File: config.mk
export PLATFORM = sky130hd
export DESIGN_NAME = line_sensor_error_pid_top_flat
export DESIGN_NICKNAME = d
export VERILOG_FILES = /design/src/hdl/lsep_pkg.sv /design/src/hdl/lsep_if.sv /design/src/hdl/lsep_front.sv /design/src/hdl/lsep_div.sv /design/src/hdl/lsep_back.sv /design/src/hdl/line_sensor_error_pid_top.sv /design/src/flat_wrapper.sv
export SDC_FILE = /design/constraint.sdc
export NUM_CORES = 2
export LEC_CHECK = 0
export ABC_AREA = 1
export BUFFER_PORTS_ARGS = -buffer_cell sky130_fd_sc_hd__clkbuf_2
export CAP_MARGIN = 40
export CORE_MARGIN = 2
export CORE_UTILIZATION = 58
export DETAILED_ROUTE_END_ITERATION = 8
export GPL_TIMING_DRIVEN = 1
export PLACE_DENSITY = 0.78
export SLEW_MARGIN = 40
export SYNTH_ARGS = -nofsm -noshare
export SYNTH_HDL_FRONTEND = slang
export SYNTH_HIERARCHICAL = 1
export SYNTH_SLANG_ARGS = --single-unit
File: constraint.sdc
create_clock -name clk_i -period 7.1 [get_ports clk_i]
set_clock_uncertainty 0.05 [all_clocks]
set_input_delay 1.065 -clock clk_i [delete_from_list [all_inputs] [get_ports clk_i]]
set_output_delay 1.065 -clock clk_i [all_outputs]
set_load 0.02 [all_outputs]
File: src/hdl/lsep_pkg.sv
// ----------------------------------------------------------------------------
// lsep_pkg: shared types and constants of the line sensor error PID block
// Holds the sensor count, the scaling constants, the register codes, the
// configuration bundle and the ordered rules that turn sensor flags into an
// error value.
// ----------------------------------------------------------------------------
package lsep_pkg;

  localparam int NUM_SENSORS     = 7;
  localparam int SAMPLE_BITS_DEF = 10;
  localparam int LOW_MARK_RESET  = 2000;
  localparam int LOW_MARK_MIN_W  = 11;
  localparam int OUT_LOW         = 200;
  localparam int OUT_HIGH        = 800;
  localparam int OUT_SPAN        = OUT_HIGH - OUT_LOW;
  localparam int QUOT_BITS       = 10;
  localparam int SUM_LIMIT       = 32767;
  localparam int CUT_RESET       = 500;
  localparam int CUT_W           = 10;
  localparam int GAIN_W          = 8;
  localparam int CFG_IDX_W       = 2;
  localparam int CFG_DATA_W      = 10;
  localparam int LEVEL_W         = 10;
  localparam int ERR_W           = 4;
  localparam int DRIVE_W         = 16;
  localparam int FIFO_DEPTH      = 2;

  // Register indexes of the configuration port.
  typedef enum logic [CFG_IDX_W-1:0] {
    CFG_CUT_LEVEL = 2'd0,
    CFG_GAIN_P    = 2'd1,
    CFG_GAIN_I    = 2'd2,
    CFG_GAIN_D    = 2'd3
  } cfg_idx_e;

  // Item kinds as classified by the front end.
  typedef enum logic {
    OP_CALIBRATE = 1'b0,
    OP_STEP      = 1'b1
  } op_e;

  // Back end sequencer states.
  typedef enum logic [2:0] {
    S_IDLE,
    S_PREP,
    S_KICK,
    S_WAIT,
    S_ERR,
    S_MUL,
    S_DRIVE
  } back_state_e;

  typedef struct packed {
    logic [CUT_W-1:0]  cut_level;
    logic [GAIN_W-1:0] gain_p;
    logic [GAIN_W-1:0] gain_i;
    logic [GAIN_W-1:0] gain_d;
  } cfg_t;

  // Ordered adjacent-pair rules; the first rule that matches wins.
  function automatic logic signed [ERR_W-1:0] line_position(
    input logic [NUM_SENSORS-1:0] on,
    input logic [NUM_SENSORS-1:0] off
  );
    logic signed [ERR_W-1:0] e;
    e = 4'sd0;
    if (on[0] && off[1])      e = -4'sd6;
    else if (on[6] && off[5]) e = 4'sd6;
    else if (on[0] && on[1])  e = -4'sd5;
    else if (on[6] && on[5])  e = 4'sd5;
    else if (on[1] && off[2]) e = -4'sd4;
    else if (on[5] && off[4]) e = 4'sd4;
    else if (on[1] && on[2])  e = -4'sd3;
    else if (on[5] && on[4])  e = 4'sd3;
    else if (on[2] && off[3]) e = -4'sd2;
    else if (on[4] && off[3]) e = 4'sd2;
    else if (on[2] && on[3])  e = -4'sd1;
    else if (on[4] && on[3])  e = 4'sd1;
    return e;
  endfunction

endpackage

File: src/hdl/lsep_if.sv
// ----------------------------------------------------------------------------
// lsep_in_if / lsep_out_if: valid-ready channels of the block
// The input channel carries the item kind and one raw sample per sensor; the
// output channel carries the line error and the PID drive.
// ----------------------------------------------------------------------------
interface lsep_in_if import lsep_pkg::*; #(
  parameter int SAMPLE_BITS = SAMPLE_BITS_DEF
);
  logic                   valid;
  logic                   ready;
  logic                   func;
  logic [SAMPLE_BITS-1:0] sample_0;
  logic [SAMPLE_BITS-1:0] sample_1;
  logic [SAMPLE_BITS-1:0] sample_2;
  logic [SAMPLE_BITS-1:0] sample_3;
  logic [SAMPLE_BITS-1:0] sample_4;
  logic [SAMPLE_BITS-1:0] sample_5;
  logic [SAMPLE_BITS-1:0] sample_6;

  modport source (output valid, func, sample_0, sample_1, sample_2, sample_3,
                  sample_4, sample_5, sample_6, input ready);
  modport sink (input valid, func, sample_0, sample_1, sample_2, sample_3,
                sample_4, sample_5, sample_6, output ready);
endinterface

interface lsep_out_if;
  logic               valid;
  logic               ready;
  logic signed [3:0]  line_error;
  logic signed [15:0] drive;

  modport source (output valid, line_error, drive, input ready);
  modport sink (input valid, line_error, drive, output ready);
endinterface

File: src/hdl/lsep_front.sv
// ----------------------------------------------------------------------------
// lsep_front: input acceptance and item queue
// Accepts transactions into a two-entry queue, classifies each as a
// calibrate or a step item and presents the oldest one to the back end.
// ----------------------------------------------------------------------------
module lsep_front import lsep_pkg::*; #(
  parameter int SAMPLE_BITS = SAMPLE_BITS_DEF
) (
  input  logic                                    clk_i,
  input  logic                                    rst_ni,
  lsep_in_if.sink                                 in_if,
  output logic                                    item_valid_o,
  output op_e                                     item_op_o,
  output logic [NUM_SENSORS-1:0][SAMPLE_BITS-1:0] item_samples_o,
  input  logic                                    item_pop_i
);

  localparam int ITEM_W = 1 + NUM_SENSORS * SAMPLE_BITS;
  localparam int PTR_W  = $clog2(FIFO_DEPTH);
  localparam int CNT_W  = $clog2(FIFO_DEPTH + 1);

  logic [ITEM_W-1:0] mem_q [FIFO_DEPTH];
  logic [PTR_W-1:0]  wr_ptr_q, wr_ptr_d, rd_ptr_q, rd_ptr_d;
  logic [CNT_W-1:0]  count_q, count_d;
  logic              push, pop;
  logic [ITEM_W-1:0] wr_item, head;

  assign in_if.ready = (count_q != CNT_W'(FIFO_DEPTH));
  assign push        = in_if.valid && in_if.ready;
  assign pop         = item_pop_i && (count_q != '0);

  // Pack the incoming transaction, with the item kind bit on top.
  assign wr_item = {in_if.func, in_if.sample_6, in_if.sample_5, in_if.sample_4,
                    in_if.sample_3, in_if.sample_2, in_if.sample_1,
                    in_if.sample_0};

  // Pointer and fill count update.
  always_comb begin
    wr_ptr_d = push ? PTR_W'((32'(wr_ptr_q) + 1) % FIFO_DEPTH) : wr_ptr_q;
    rd_ptr_d = pop ? PTR_W'((32'(rd_ptr_q) + 1) % FIFO_DEPTH) : rd_ptr_q;
    count_d  = count_q + CNT_W'(push) - CNT_W'(pop);
  end

  always_ff @(posedge clk_i or negedge rst_ni) begin
    if (!rst_ni) begin
      wr_ptr_q <= '0;
      rd_ptr_q <= '0;
      count_q  <= '0;
    end else begin
      wr_ptr_q <= wr_ptr_d;
      rd_ptr_q <= rd_ptr_d;
      count_q  <= count_d;
    end
  end

  // Queue storage.
  always_ff @(posedge clk_i) begin
    if (push) begin
      mem_q[wr_ptr_q] <= wr_item;
    end
  end

  assign head           = mem_q[rd_ptr_q];
  assign item_valid_o   = (count_q != '0);
  assign item_op_o      = head[ITEM_W-1] ? OP_STEP : OP_CALIBRATE;
  assign item_samples_o = head[ITEM_W-2:0];

endmodule

File: src/hdl/lsep_div.sv
// ----------------------------------------------------------------------------
// lsep_div: shared restoring divider for sample scaling
// Divides an unsigned numerator by an unsigned span, one quotient bit per
// cycle, and flags quotients that do not fit the quotient width.
// ----------------------------------------------------------------------------
module lsep_div import lsep_pkg::*; #(
  parameter int SW = 11,
  parameter int MW = 21
) (
  input  logic                 clk_i,
  input  logic                 rst_ni,
  input  logic                 start_i,
  input  logic [MW-1:0]        num_i,
  input  logic [SW-1:0]        den_i,
  output logic                 done_o,
  output logic                 over_o,
  output logic [QUOT_BITS-1:0] quot_o
);

  localparam int CW = $clog2(QUOT_BITS + 1);

  logic                 busy_q, done_q, over_q;
  logic [CW-1:0]        cnt_q;
  logic [SW-1:0]        rem_q, den_q;
  logic [QUOT_BITS-1:0] low_q;
  logic [SW:0]          trial;
  logic [SW:0]          trial_sub;
  logic                 over_now;

  // Quotient overflows when the numerator reaches the span shifted by the
  // quotient width.
  assign over_now  = {1'b0, num_i} >= ((MW + 1)'(den_i) << QUOT_BITS);
  assign trial     = {rem_q, low_q[QUOT_BITS-1]};
  assign trial_sub = trial - {1'b0, den_q};

  always_ff @(posedge clk_i or negedge rst_ni) begin
    if (!rst_ni) begin
      busy_q <= 1'b0;
      done_q <= 1'b0;
      cnt_q  <= '0;
    end else begin
      done_q <= 1'b0;
      if (start_i) begin
        busy_q <= !over_now;
        done_q <= over_now;
        cnt_q  <= CW'(QUOT_BITS);
      end else if (busy_q) begin
        cnt_q <= cnt_q - 1'b1;
        if (cnt_q == CW'(1)) begin
          busy_q <= 1'b0;
          done_q <= 1'b1;
        end
      end
    end
  end

  // Datapath: remainder and numerator bits shift left, quotient bits enter.
  always_ff @(posedge clk_i) begin
    if (start_i) begin
      over_q <= over_now;
      den_q  <= den_i;
      rem_q  <= SW'(num_i >> QUOT_BITS);
      low_q  <= num_i[QUOT_BITS-1:0];
    end else if (busy_q) begin
      if (!trial_sub[SW]) begin
        rem_q <= trial_sub[SW-1:0];
        low_q <= {low_q[QUOT_BITS-2:0], 1'b1};
      end else begin
        rem_q <= trial[SW-1:0];
        low_q <= {low_q[QUOT_BITS-2:0], 1'b0};
      end
    end
  end

  assign done_o = done_q;
  assign over_o = over_q;
  assign quot_o = low_q;

endmodule

File: src/hdl/lsep_back.sv
// ----------------------------------------------------------------------------
// lsep_back: calibration, scaling, error rules and PID
// Carries out queued items: calibrate items widen the stored extremes, step
// items scale each sensor through the shared divider, derive the line error
// and run the PID update into the output register.
// ----------------------------------------------------------------------------
module lsep_back import lsep_pkg::*; #(
  parameter int SAMPLE_BITS = SAMPLE_BITS_DEF
) (
  input  logic                                    clk_i,
  input  logic                                    rst_ni,
  input  cfg_t                                    cfg_i,
  input  logic                                    item_valid_i,
  input  op_e                                     item_op_i,
  input  logic [NUM_SENSORS-1:0][SAMPLE_BITS-1:0] item_samples_i,
  output logic                                    item_pop_o,
  lsep_out_if.source                              out_if
);

  localparam int LW = (SAMPLE_BITS > LOW_MARK_MIN_W) ? SAMPLE_BITS : LOW_MARK_MIN_W;
  localparam int DW = LW + 1;
  localparam int MW = LW + QUOT_BITS;
  localparam int KW = $clog2(NUM_SENSORS);
  localparam int SUM_W  = 16;
  localparam int PP_W   = GAIN_W + ERR_W + 1;
  localparam int PI_W   = GAIN_W + SUM_W + 1;
  localparam int PD_W   = GAIN_W + ERR_W + 2;
  localparam int TOT_W  = PI_W + 2;

  back_state_e state_q, state_d;

  logic [LW-1:0]          low_q  [NUM_SENSORS];
  logic [SAMPLE_BITS-1:0] high_q [NUM_SENSORS];
  logic [KW-1:0]          k_q;
  logic [NUM_SENSORS-1:0] on_q, off_q;
  logic [MW-1:0]          num_q;
  logic [LW-1:0]          den_q;
  logic                   trivial_q;

  logic signed [SUM_W-1:0] sum_q;
  logic signed [ERR_W-1:0] last_q, e_q;
  logic signed [ERR_W:0]   d_q;
  logic signed [PP_W-1:0]  pp_q;
  logic signed [PI_W-1:0]  pi_q;
  logic signed [PD_W-1:0]  pd_q;

  logic                    out_valid_q;
  logic signed [ERR_W-1:0]   out_err_q;
  logic signed [DRIVE_W-1:0] out_drive_q;

  // Sequencer controls.
  logic cal_en, prep_en, kick, sens_en, err_en, mul_en, drive_en;

  // Divider results.
  logic                 div_done, div_over;
  logic [QUOT_BITS-1:0] div_quot;

  // Per-sensor preparation for the current sensor.
  logic [SAMPLE_BITS-1:0] x_cur;
  logic signed [DW-1:0]   diff, span;
  logic [LW-1:0]          diff_mag, span_mag;

  assign x_cur    = item_samples_i[k_q];
  assign diff     = $signed(DW'(x_cur)) - $signed(DW'(low_q[k_q]));
  assign span     = $signed(DW'(high_q[k_q])) - $signed(DW'(low_q[k_q]));
  assign diff_mag = diff[DW-1] ? LW'(-diff) : LW'(diff);
  assign span_mag = span[DW-1] ? LW'(-span) : LW'(span);

  // Normalized level of the current sensor once the divider finishes.
  logic [LEVEL_W-1:0] level;
  always_comb begin
    if (trivial_q) begin
      level = LEVEL_W'(OUT_LOW);
    end else if (div_over || (div_quot > QUOT_BITS'(OUT_SPAN))) begin
      level = LEVEL_W'(OUT_HIGH);
    end else begin
      level = LEVEL_W'(OUT_LOW) + LEVEL_W'(div_quot);
    end
  end

  // Error rules and integral update.
  logic signed [ERR_W-1:0] e_new;
  logic signed [SUM_W:0]   sum_ext;
  logic signed [SUM_W-1:0] sum_new;
  assign e_new   = line_position(on_q, off_q);
  assign sum_ext = $signed({sum_q[SUM_W-1], sum_q}) + (SUM_W + 1)'(e_new);
  always_comb begin
    if (e_new == '0) begin
      sum_new = '0;
    end else if (sum_ext > (SUM_W + 1)'(SUM_LIMIT)) begin
      sum_new = SUM_W'(SUM_LIMIT);
    end else if (sum_ext < -(SUM_W + 1)'(SUM_LIMIT)) begin
      sum_new = -SUM_W'(SUM_LIMIT);
    end else begin
      sum_new = sum_ext[SUM_W-1:0];
    end
  end

  // Drive sum and saturation.
  logic signed [TOT_W-1:0]   total;
  logic signed [DRIVE_W-1:0] drive_sat;
  assign total = TOT_W'(pp_q) + TOT_W'(pi_q) + TOT_W'(pd_q);
  always_comb begin
    if (total > TOT_W'(32767)) begin
      drive_sat = 16'sh7FFF;
    end else if (total < -TOT_W'(32768)) begin
      drive_sat = 16'sh8000;
    end else begin
      drive_sat = total[DRIVE_W-1:0];
    end
  end

  // Next state and controls.
  always_comb begin
    state_d    = state_q;
    cal_en     = 1'b0;
    prep_en    = 1'b0;
    kick       = 1'b0;
    sens_en    = 1'b0;
    err_en     = 1'b0;
    mul_en     = 1'b0;
    drive_en   = 1'b0;
    item_pop_o = 1'b0;
    case (state_q)
      S_IDLE: begin
        if (item_valid_i) begin
          if (item_op_i == OP_CALIBRATE) begin
            cal_en     = 1'b1;
            item_pop_o = 1'b1;
          end else begin
            state_d = S_PREP;
          end
        end
      end
      S_PREP: begin
        prep_en = 1'b1;
        state_d = S_KICK;
      end
      S_KICK: begin
        kick    = 1'b1;
        state_d = S_WAIT;
      end
      S_WAIT: begin
        if (div_done) begin
          sens_en = 1'b1;
          state_d = (k_q == KW'(NUM_SENSORS - 1)) ? S_ERR : S_PREP;
        end
      end
      S_ERR: begin
        err_en  = 1'b1;
        state_d = S_MUL;
      end
      S_MUL: begin
        mul_en  = 1'b1;
        state_d = S_DRIVE;
      end
      S_DRIVE: begin
        if (!out_valid_q || out_if.ready) begin
          drive_en   = 1'b1;
          item_pop_o = 1'b1;
          state_d    = S_IDLE;
        end
      end
      default: state_d = S_IDLE;
    endcase
  end

  always_ff @(posedge clk_i or negedge rst_ni) begin
    if (!rst_ni) begin
      state_q <= S_IDLE;
    end else begin
      state_q <= state_d;
    end
  end

  // Stored extremes: a lower sample widens the minimum, else a higher one
  // widens the maximum.
  always_ff @(posedge clk_i or negedge rst_ni) begin
    if (!rst_ni) begin
      for (int i = 0; i < NUM_SENSORS; i++) begin
        low_q[i]  <= LW'(LOW_MARK_RESET);
        high_q[i] <= '0;
      end
    end else if (cal_en) begin
      for (int i = 0; i < NUM_SENSORS; i++) begin
        if (LW'(item_samples_i[i]) < low_q[i]) begin
          low_q[i] <= LW'(item_samples_i[i]);
        end else if (item_samples_i[i] > high_q[i]) begin
          high_q[i] <= item_samples_i[i];
        end
      end
    end
  end

  // PID state and sensor counter.
  always_ff @(posedge clk_i or negedge rst_ni) begin
    if (!rst_ni) begin
      sum_q  <= '0;
      last_q <= '0;
      k_q    <= '0;
    end else begin
      if (sens_en) begin
        k_q <= (k_q == KW'(NUM_SENSORS - 1)) ? '0 : k_q + 1'b1;
      end
      if (err_en) begin
        sum_q  <= sum_new;
        last_q <= e_new;
      end
    end
  end

  // Datapath registers.
  always_ff @(posedge clk_i) begin
    if (prep_en) begin
      num_q     <= MW'(diff_mag) * MW'(OUT_SPAN);
      den_q     <= span_mag;
      trivial_q <= (span == '0) || (diff == '0) || (diff[DW-1] != span[DW-1]);
    end
    if (sens_en) begin
      on_q[k_q]  <= (level <= cfg_i.cut_level);
      off_q[k_q] <= (level >= cfg_i.cut_level);
    end
    if (err_en) begin
      e_q <= e_new;
      d_q <= (ERR_W + 1)'(e_new) - (ERR_W + 1)'(last_q);
    end
    if (mul_en) begin
      pp_q <= $signed({1'b0, cfg_i.gain_p}) * e_q;
      pi_q <= $signed({1'b0, cfg_i.gain_i}) * sum_q;
      pd_q <= $signed({1'b0, cfg_i.gain_d}) * d_q;
    end
    if (drive_en) begin
      out_err_q   <= e_q;
      out_drive_q <= drive_sat;
    end
  end

  // Output register valid.
  always_ff @(posedge clk_i or negedge rst_ni) begin
    if (!rst_ni) begin
      out_valid_q <= 1'b0;
    end else if (drive_en) begin
      out_valid_q <= 1'b1;
    end else if (out_if.ready) begin
      out_valid_q <= 1'b0;
    end
  end

  assign out_if.valid      = out_valid_q;
  assign out_if.line_error = out_err_q;
  assign out_if.drive      = out_drive_q;

  lsep_div #(
    .SW (LW),
    .MW (MW)
  ) u_div (
    .clk_i   (clk_i),
    .rst_ni  (rst_ni),
    .start_i (kick),
    .num_i   (num_q),
    .den_i   (den_q),
    .done_o  (div_done),
    .over_o  (div_over),
    .quot_o  (div_quot)
  );

  // A pending result is never overwritten.
  assert property (@(posedge clk_i) disable iff (!rst_ni)
    drive_en |-> (!out_valid_q || out_if.ready))
    else $error("result register overwritten");

  // The divider is only started after the operands were prepared.
  assert property (@(posedge clk_i) disable iff (!rst_ni)
    kick |-> $past(prep_en))
    else $error("divider started without operands");

  // The integral stays inside its saturation range.
  assert property (@(posedge clk_i) disable iff (!rst_ni)
    sum_q != 16'sh8000)
    else $error("integral out of range");

  // A queued item is only released when it has been carried out.
  assert property (@(posedge clk_i) disable iff (!rst_ni)
    item_pop_o |-> (cal_en || drive_en))
    else $error("item released early");

endmodule

File: src/hdl/line_sensor_error_pid_top.sv
// Sequencing: a calibrate item is carried out in the idle state; a step item
// runs prepare, kick and wait for each of the seven sensors in turn through
// the shared bit-serial divider (no bit steps when a quotient overflows), then
// error, multiply and drive into the output register, drive waiting while a
// result is still pending. Items are carried out one at a time.
// Reset restores extremes (2000, 0), integral, last error, queue and registers.
// ----------------------------------------------------------------------------
// line_sensor_error_pid_top: line sensor array error and PID corrector
// Holds the configuration registers and joins the input queue to the
// calibration, scaling and PID back end.
// ----------------------------------------------------------------------------
module line_sensor_error_pid_top import lsep_pkg::*; #(
  parameter int SAMPLE_BITS = SAMPLE_BITS_DEF
) (
  input  logic                  clk_i,
  input  logic                  rst_ni,
  lsep_in_if.sink               in_if,
  lsep_out_if.source            out_if,
  input  logic                  cfg_we_i,
  input  logic [CFG_IDX_W-1:0]  cfg_idx_i,
  input  logic [CFG_DATA_W-1:0] cfg_data_i
);

  cfg_t cfg_q;

  logic                                    item_valid, item_pop;
  op_e                                     item_op;
  logic [NUM_SENSORS-1:0][SAMPLE_BITS-1:0] item_samples;

  // Configuration registers.
  always_ff @(posedge clk_i or negedge rst_ni) begin
    if (!rst_ni) begin
      cfg_q.cut_level <= CUT_W'(CUT_RESET);
      cfg_q.gain_p    <= '0;
      cfg_q.gain_i    <= '0;
      cfg_q.gain_d    <= '0;
    end else if (cfg_we_i) begin
      case (cfg_idx_e'(cfg_idx_i))
        CFG_CUT_LEVEL: cfg_q.cut_level <= cfg_data_i[CUT_W-1:0];
        CFG_GAIN_P:    cfg_q.gain_p    <= cfg_data_i[GAIN_W-1:0];
        CFG_GAIN_I:    cfg_q.gain_i    <= cfg_data_i[GAIN_W-1:0];
        CFG_GAIN_D:    cfg_q.gain_d    <= cfg_data_i[GAIN_W-1:0];
        default: ;
      endcase
    end
  end

  lsep_front #(
    .SAMPLE_BITS (SAMPLE_BITS)
  ) u_front (
    .clk_i          (clk_i),
    .rst_ni         (rst_ni),
    .in_if          (in_if),
    .item_valid_o   (item_valid),
    .item_op_o      (item_op),
    .item_samples_o (item_samples),
    .item_pop_i     (item_pop)
  );

  lsep_back #(
    .SAMPLE_BITS (SAMPLE_BITS)
  ) u_back (
    .clk_i          (clk_i),
    .rst_ni         (rst_ni),
    .cfg_i          (cfg_q),
    .item_valid_i   (item_valid),
    .item_op_i      (item_op),
    .item_samples_i (item_samples),
    .item_pop_o     (item_pop),
    .out_if         (out_if)
  );

endmodule
File: src/flat_wrapper.sv
// flat-port wrapper written by rule: the top's interface ports become plain ports
module line_sensor_error_pid_top_flat import lsep_pkg::*;
#(
  parameter int SAMPLE_BITS = SAMPLE_BITS_DEF
)
  (clk_i, rst_ni, cfg_we_i, cfg_idx_i, cfg_data_i, in_if_valid, in_if_func, in_if_sample_0, in_if_sample_1, in_if_sample_2, in_if_sample_3, in_if_sample_4, in_if_sample_5, in_if_sample_6, in_if_ready, out_if_valid, out_if_line_error, out_if_drive, out_if_ready);
  lsep_in_if #(.SAMPLE_BITS(SAMPLE_BITS)) in_if_i ();
  lsep_out_if out_if_i ();
  input  logic clk_i;
  input  logic rst_ni;
  input  logic cfg_we_i;
  input  logic [CFG_IDX_W-1:0] cfg_idx_i;
  input  logic [CFG_DATA_W-1:0] cfg_data_i;
  input wire logic [$bits(in_if_i.valid)-1:0] in_if_valid;
  input wire logic [$bits(in_if_i.func)-1:0] in_if_func;
  input wire logic [$bits(in_if_i.sample_0)-1:0] in_if_sample_0;
  input wire logic [$bits(in_if_i.sample_1)-1:0] in_if_sample_1;
  input wire logic [$bits(in_if_i.sample_2)-1:0] in_if_sample_2;
  input wire logic [$bits(in_if_i.sample_3)-1:0] in_if_sample_3;
  input wire logic [$bits(in_if_i.sample_4)-1:0] in_if_sample_4;
  input wire logic [$bits(in_if_i.sample_5)-1:0] in_if_sample_5;
  input wire logic [$bits(in_if_i.sample_6)-1:0] in_if_sample_6;
  output wire logic [$bits(in_if_i.ready)-1:0] in_if_ready;
  output wire logic [$bits(out_if_i.valid)-1:0] out_if_valid;
  output wire logic [$bits(out_if_i.line_error)-1:0] out_if_line_error;
  output wire logic [$bits(out_if_i.drive)-1:0] out_if_drive;
  input wire logic [$bits(out_if_i.ready)-1:0] out_if_ready;
  assign in_if_i.valid = in_if_valid;
  assign in_if_i.func = in_if_func;
  assign in_if_i.sample_0 = in_if_sample_0;
  assign in_if_i.sample_1 = in_if_sample_1;
  assign in_if_i.sample_2 = in_if_sample_2;
  assign in_if_i.sample_3 = in_if_sample_3;
  assign in_if_i.sample_4 = in_if_sample_4;
  assign in_if_i.sample_5 = in_if_sample_5;
  assign in_if_i.sample_6 = in_if_sample_6;
  assign in_if_ready = in_if_i.ready;
  assign out_if_valid = out_if_i.valid;
  assign out_if_line_error = out_if_i.line_error;
  assign out_if_drive = out_if_i.drive;
  assign out_if_i.ready = out_if_ready;
  line_sensor_error_pid_top #(.SAMPLE_BITS(SAMPLE_BITS)) u_core (.clk_i(clk_i), .rst_ni(rst_ni), .in_if(in_if_i), .out_if(out_if_i), .cfg_we_i(cfg_we_i), .cfg_idx_i(cfg_idx_i), .cfg_data_i(cfg_data_i));
endmodule
==> qor.log <==
qor: logic_synthesis.top_cells_by_area_synth edfxtp_1 (23%), ha_1 (12%), nand2_1 (12%), dfrtp_1 (11%), fa_1 (9.2%)
qor: route.drt_first_pass_iters 6
qor: sta.timing.final.hold_violations 0
qor: logic_synthesis.synthArstFlopShare 0.422
qor: floorplanning.fp.dieArea 69100 sq um
qor: floorplanning.placement_rows 94
qor: placement.port_buffers 109
qor: worst_setup_path.critPathSlowestCell fa_1
qor: finish.fraction_of_final_layout_cells_sized_beyond_drive_strength_1 0.0931
qor: worst_setup_path.rr_startpoint u_core/u_front/rd_ptr_q
qor: logic_synthesis.synth.most_common_cell nand2_1
qor: finish.nNetsFinal 5425
qor: logic_synthesis.synth_area_leader_cell edfxtp_1
qor: worst_setup_path.timing.critical_path.from_type flop
qor: route.detail_route.iter0.violations 2757
qor: worst_setup_path.setup.reg_to_reg.worst_slack 0.40 ns
qor: logic_synthesis.yosys.area.top_type_share 0.230
qor: route.drt_drc_violations_left 0
qor: sta.fmaxAchievable 0.149 GHz
qor: finish.synthToLayoutAreaGrowth 9.88%
qor: worst_setup_path.timing.critical_path.from u_core/u_front/rd_ptr_q
qor: sta.tightest_slew 0.815 ns
qor: run_status.status finished clean
qor: worst_setup_path.critPathMaxFanout 21
qor: global_routing.grt_pass1_vias 30078
qor: flow_run.drv.max_cap_violation_count 0
qor: logic_synthesis.flip_flop_and_latch_count_after_synthesis 516
qor: sta.setup_viol_count_final 0
qor: cts.clk_root_buffer_cell clkbuf_16
qor: worst_setup_path.cp.arrival 7.02 ns
qor: placement.gp_congestion 1.01
qor: worst_setup_path.depth_of_the_most_critical_reg_to_reg_path 33
qor: route.final_antenna_net_count 0
qor: logic_synthesis.yosysSeqAreaShare 0.372
qor: finish.number_of_filler_instances_in_the_final_layout 5503
qor: worst_setup_path.worst_flop_to_flop_path_endpoint u_core/u_back/num_q[14]
qor: floorplanning.die_h 263 um
qor: floorplanning.top_level_ports 110
qor: global_routing.initial_antenna_violation_count 0
qor: cts.clk_pin_slew 0.06 ns
qor: worst_setup_path.setup.worst_path.end_class flop
qor: route.via_per_inst 5.47
qor: worst_setup_path.required_arrival_time_at_the_worst_endpoint 7.42 ns
qor: sta.finalCritPeriodShare 0.944
qor: sta.period_needed 6.70 ns
qor: global_routing.grt_remaining_overflow 0
qor: global_routing.gr-usage-all-layers 0.285
qor: floorplanning.core_area 66100 sq um
qor: route.finalWirelength 98300 um
qor: cts.cts_tree done
qor: logic_synthesis.ys_warns 6
qor: cts.cts-htree-levels 2
qor: logic_synthesis.synth.avg_cell_area 8.35 sq um
qor: cts.clkSinkCount 516
qor: global_routing.grt_first_pass_wirelength 157000 um
qor: logic_synthesis.postSynth.topFlopCell edfxtp_1
qor: logic_synthesis.synth_edf_count 298
qor: sta.final.setup.worst_slack 0.398 ns
qor: route.num_vias 31093
qor: worst_hold_path.worstHoldPathType in -> async
qor: floorplanning.die_w 263 um
qor: cts.insertion_delay 0.66 ns
qor: placement.placedCellCount 5572
qor: cts.cts_inserted_buffers 56
qor: sta.max-slew-margin-rel 0.455
qor: logic_synthesis.synth.cell_area 38900 sq um
qor: sta.max_slew_violation_total_from_the_final_report 0
qor: logic_synthesis.post_synth_inst_count 4660
qor: logic_synthesis.distinct_cells_synth 58
qor: floorplanning.initial_utilization 0.588
qor: worst_setup_path.crit_path_class reg -> reg
qor: global_routing.grt_start_max_net_pins 79
qor: placement.preCtsSetupSlack 0.149 ns
qor: finish.diodes 0
qor: logic_synthesis.synth.cells.most_frequent nand2_1 (1277), inv_1 (827), ha_1 (385)
qor: worst_setup_path.critPathMaxStageDelay 0.50 ns
qor: placement.post-dp-hpwl 76600 um
qor: worst_setup_path.cp_common_cell nand2_1
qor: cts.max-clock-path-buffers 3
qor: finish.final_cell_count_no_fill 5686
qor: route.drt-wirelength-per-cell 17.3 um
## worst max-delay path by stage
stage / to / cells after the start / slack (ns)
after CTS: u_core/u_back/num_q[16] / 32 / 0.09
after global placement: u_core/u_back/num_q[16] / 32 / 0.30
after global routing: u_core/u_back/num_q[16] / 37 / -0.03
after floorplan: u_core/u_back/num_q[16] / 33 / 0.53
after detailed placement: u_core/u_back/num_q[16] / 32 / 0.15
final: u_core/u_back/num_q[14] / 33 / 0.40
## flip-flops by register name (all words and copies together), names as in the netlist, 5 cells and up
name and flops:
u_core/u_back/u_div/den_q 11, u_core/u_back/num_q 18, u_core/u_back/off_q 5, u_core/u_back/low_q 77, u_core/u_back/u_div/rem_q 11, u_core/u_back/d_q 5, u_core/u_front/mem_q 142, u_core/u_back/u_div/quot_o 10
u_core/u_back/pi_q 25, u_core/u_back/out_if.drive 16, u_core/u_back/pp_q 13, u_core/u_back/den_q 11, u_core/u_back/high_q 70, u_core/u_back/sum_q 16, u_core/u_back/pd_q 14, u_core/u_back/on_q 7
u_core/cfg_q 34
## final cells by class
type / count / area (sq um) / area share
inverters: 840 / 3170 / 0.0742
flip-flops and latches: 516 / 14500 / 0.339
clock inverters: 40 / 533 / 0.0125
repair buffers: 188 / 1280 / 0.0301
well taps: 864 / 1080 / 0.0253
multi-input cells: 3172 / 20700 / 0.486
clock buffers: 66 / 1450 / 0.0339
## worst max-delay path: cells and delay by family (launching register included)
| kind | cells | cell delay, ns |
|---|---|---|
| xor+xnor | 2 | 0.32 |
| simple gates | 8 | 0.92 |
| buf+inv | 8 | 0.88 |
| flops | 1 | 0.47 |
| fa+ha+maj | 6 | 2.12 |
| compound gates | 9 | 1.66 |
## what timing repair did
action                                  in CTS  in global routing
hold buffers                                 0                  0
buffers inserted                             0                  8
endpoints found under the hold margin        0                  0
gates resized for setup                      0                 30
endpoints found under the setup margin       0                  7
## through the flow
stage	cell area (sq um)	utilization	hold slack, ns	setup TNS, ns
after floorplan	38900	-	0.374	0
after global placement	40400	0.612	0.403	0
after detailed placement	40600	0.614	0.409	0
after CTS	42600	0.644	0.341	0
after global routing	42700	0.646	0.366	-0.0398
final	42700	0.646	0.349	0
## placed cells by master, fill, tap and decap left out, types with 16 or more instances in the layout
cell,n
dfstp_2,48
or2_2,16
clkbuf_2,108
nor2_2,24
nand2_2,21
edfxtp_1,298
nand3b_1,21
buf_4,64
ha_1,383
fa_1,178
nand2_1,1276
nor2_1,218
nand4_1,65
o211ai_1,16
xnor2_1,29
clkbuf_16,56
xor2_1,81
dfrtp_1,167
nand3_1,180
nor3_1,19
o21ai_0,234
o22ai_1,22
inv_1,827
a21oi_1,251
## kinds of logic (layout without fill, tap and decap cells)
| family | Yosys count | count (layout) | synth area share |
|---|---|---|---|
| xor gates and xnor gates | 114 | 114 | 0.0259 |
| other | 1 | 3 | 0.0000964 |
| adders and majority gates | 563 | 563 | 0.215 |
| buffers and inverters | 974 | 1134 | 0.0989 |
| AOI/OAI and AO/OA | 620 | 620 | 0.0875 |
| and+or+nand+nor | 1872 | 1872 | 0.200 |
| DFF | 516 | 516 | 0.372 |
## routing by layer
| metal | GRT usage | vias up | wire (um) | part of all wire |
|---|---|---|---|---|
| met4 | 0.115 | 0 | 4100 | 0.042 |
| li1 | - | 15185 | - | - |
| met1 | 0.374 | 14621 | 41300 | 0.42 |
| met5 | 0 | - | 0 | 0 |
| met3 | 0.0294 | 210 | 5520 | 0.056 |
| met2 | 0.484 | 1077 | 47300 | 0.48 |
Power is not shown: default switching activity piles up to over one toggle a cycle in this logic, so the estimate is an artifact.
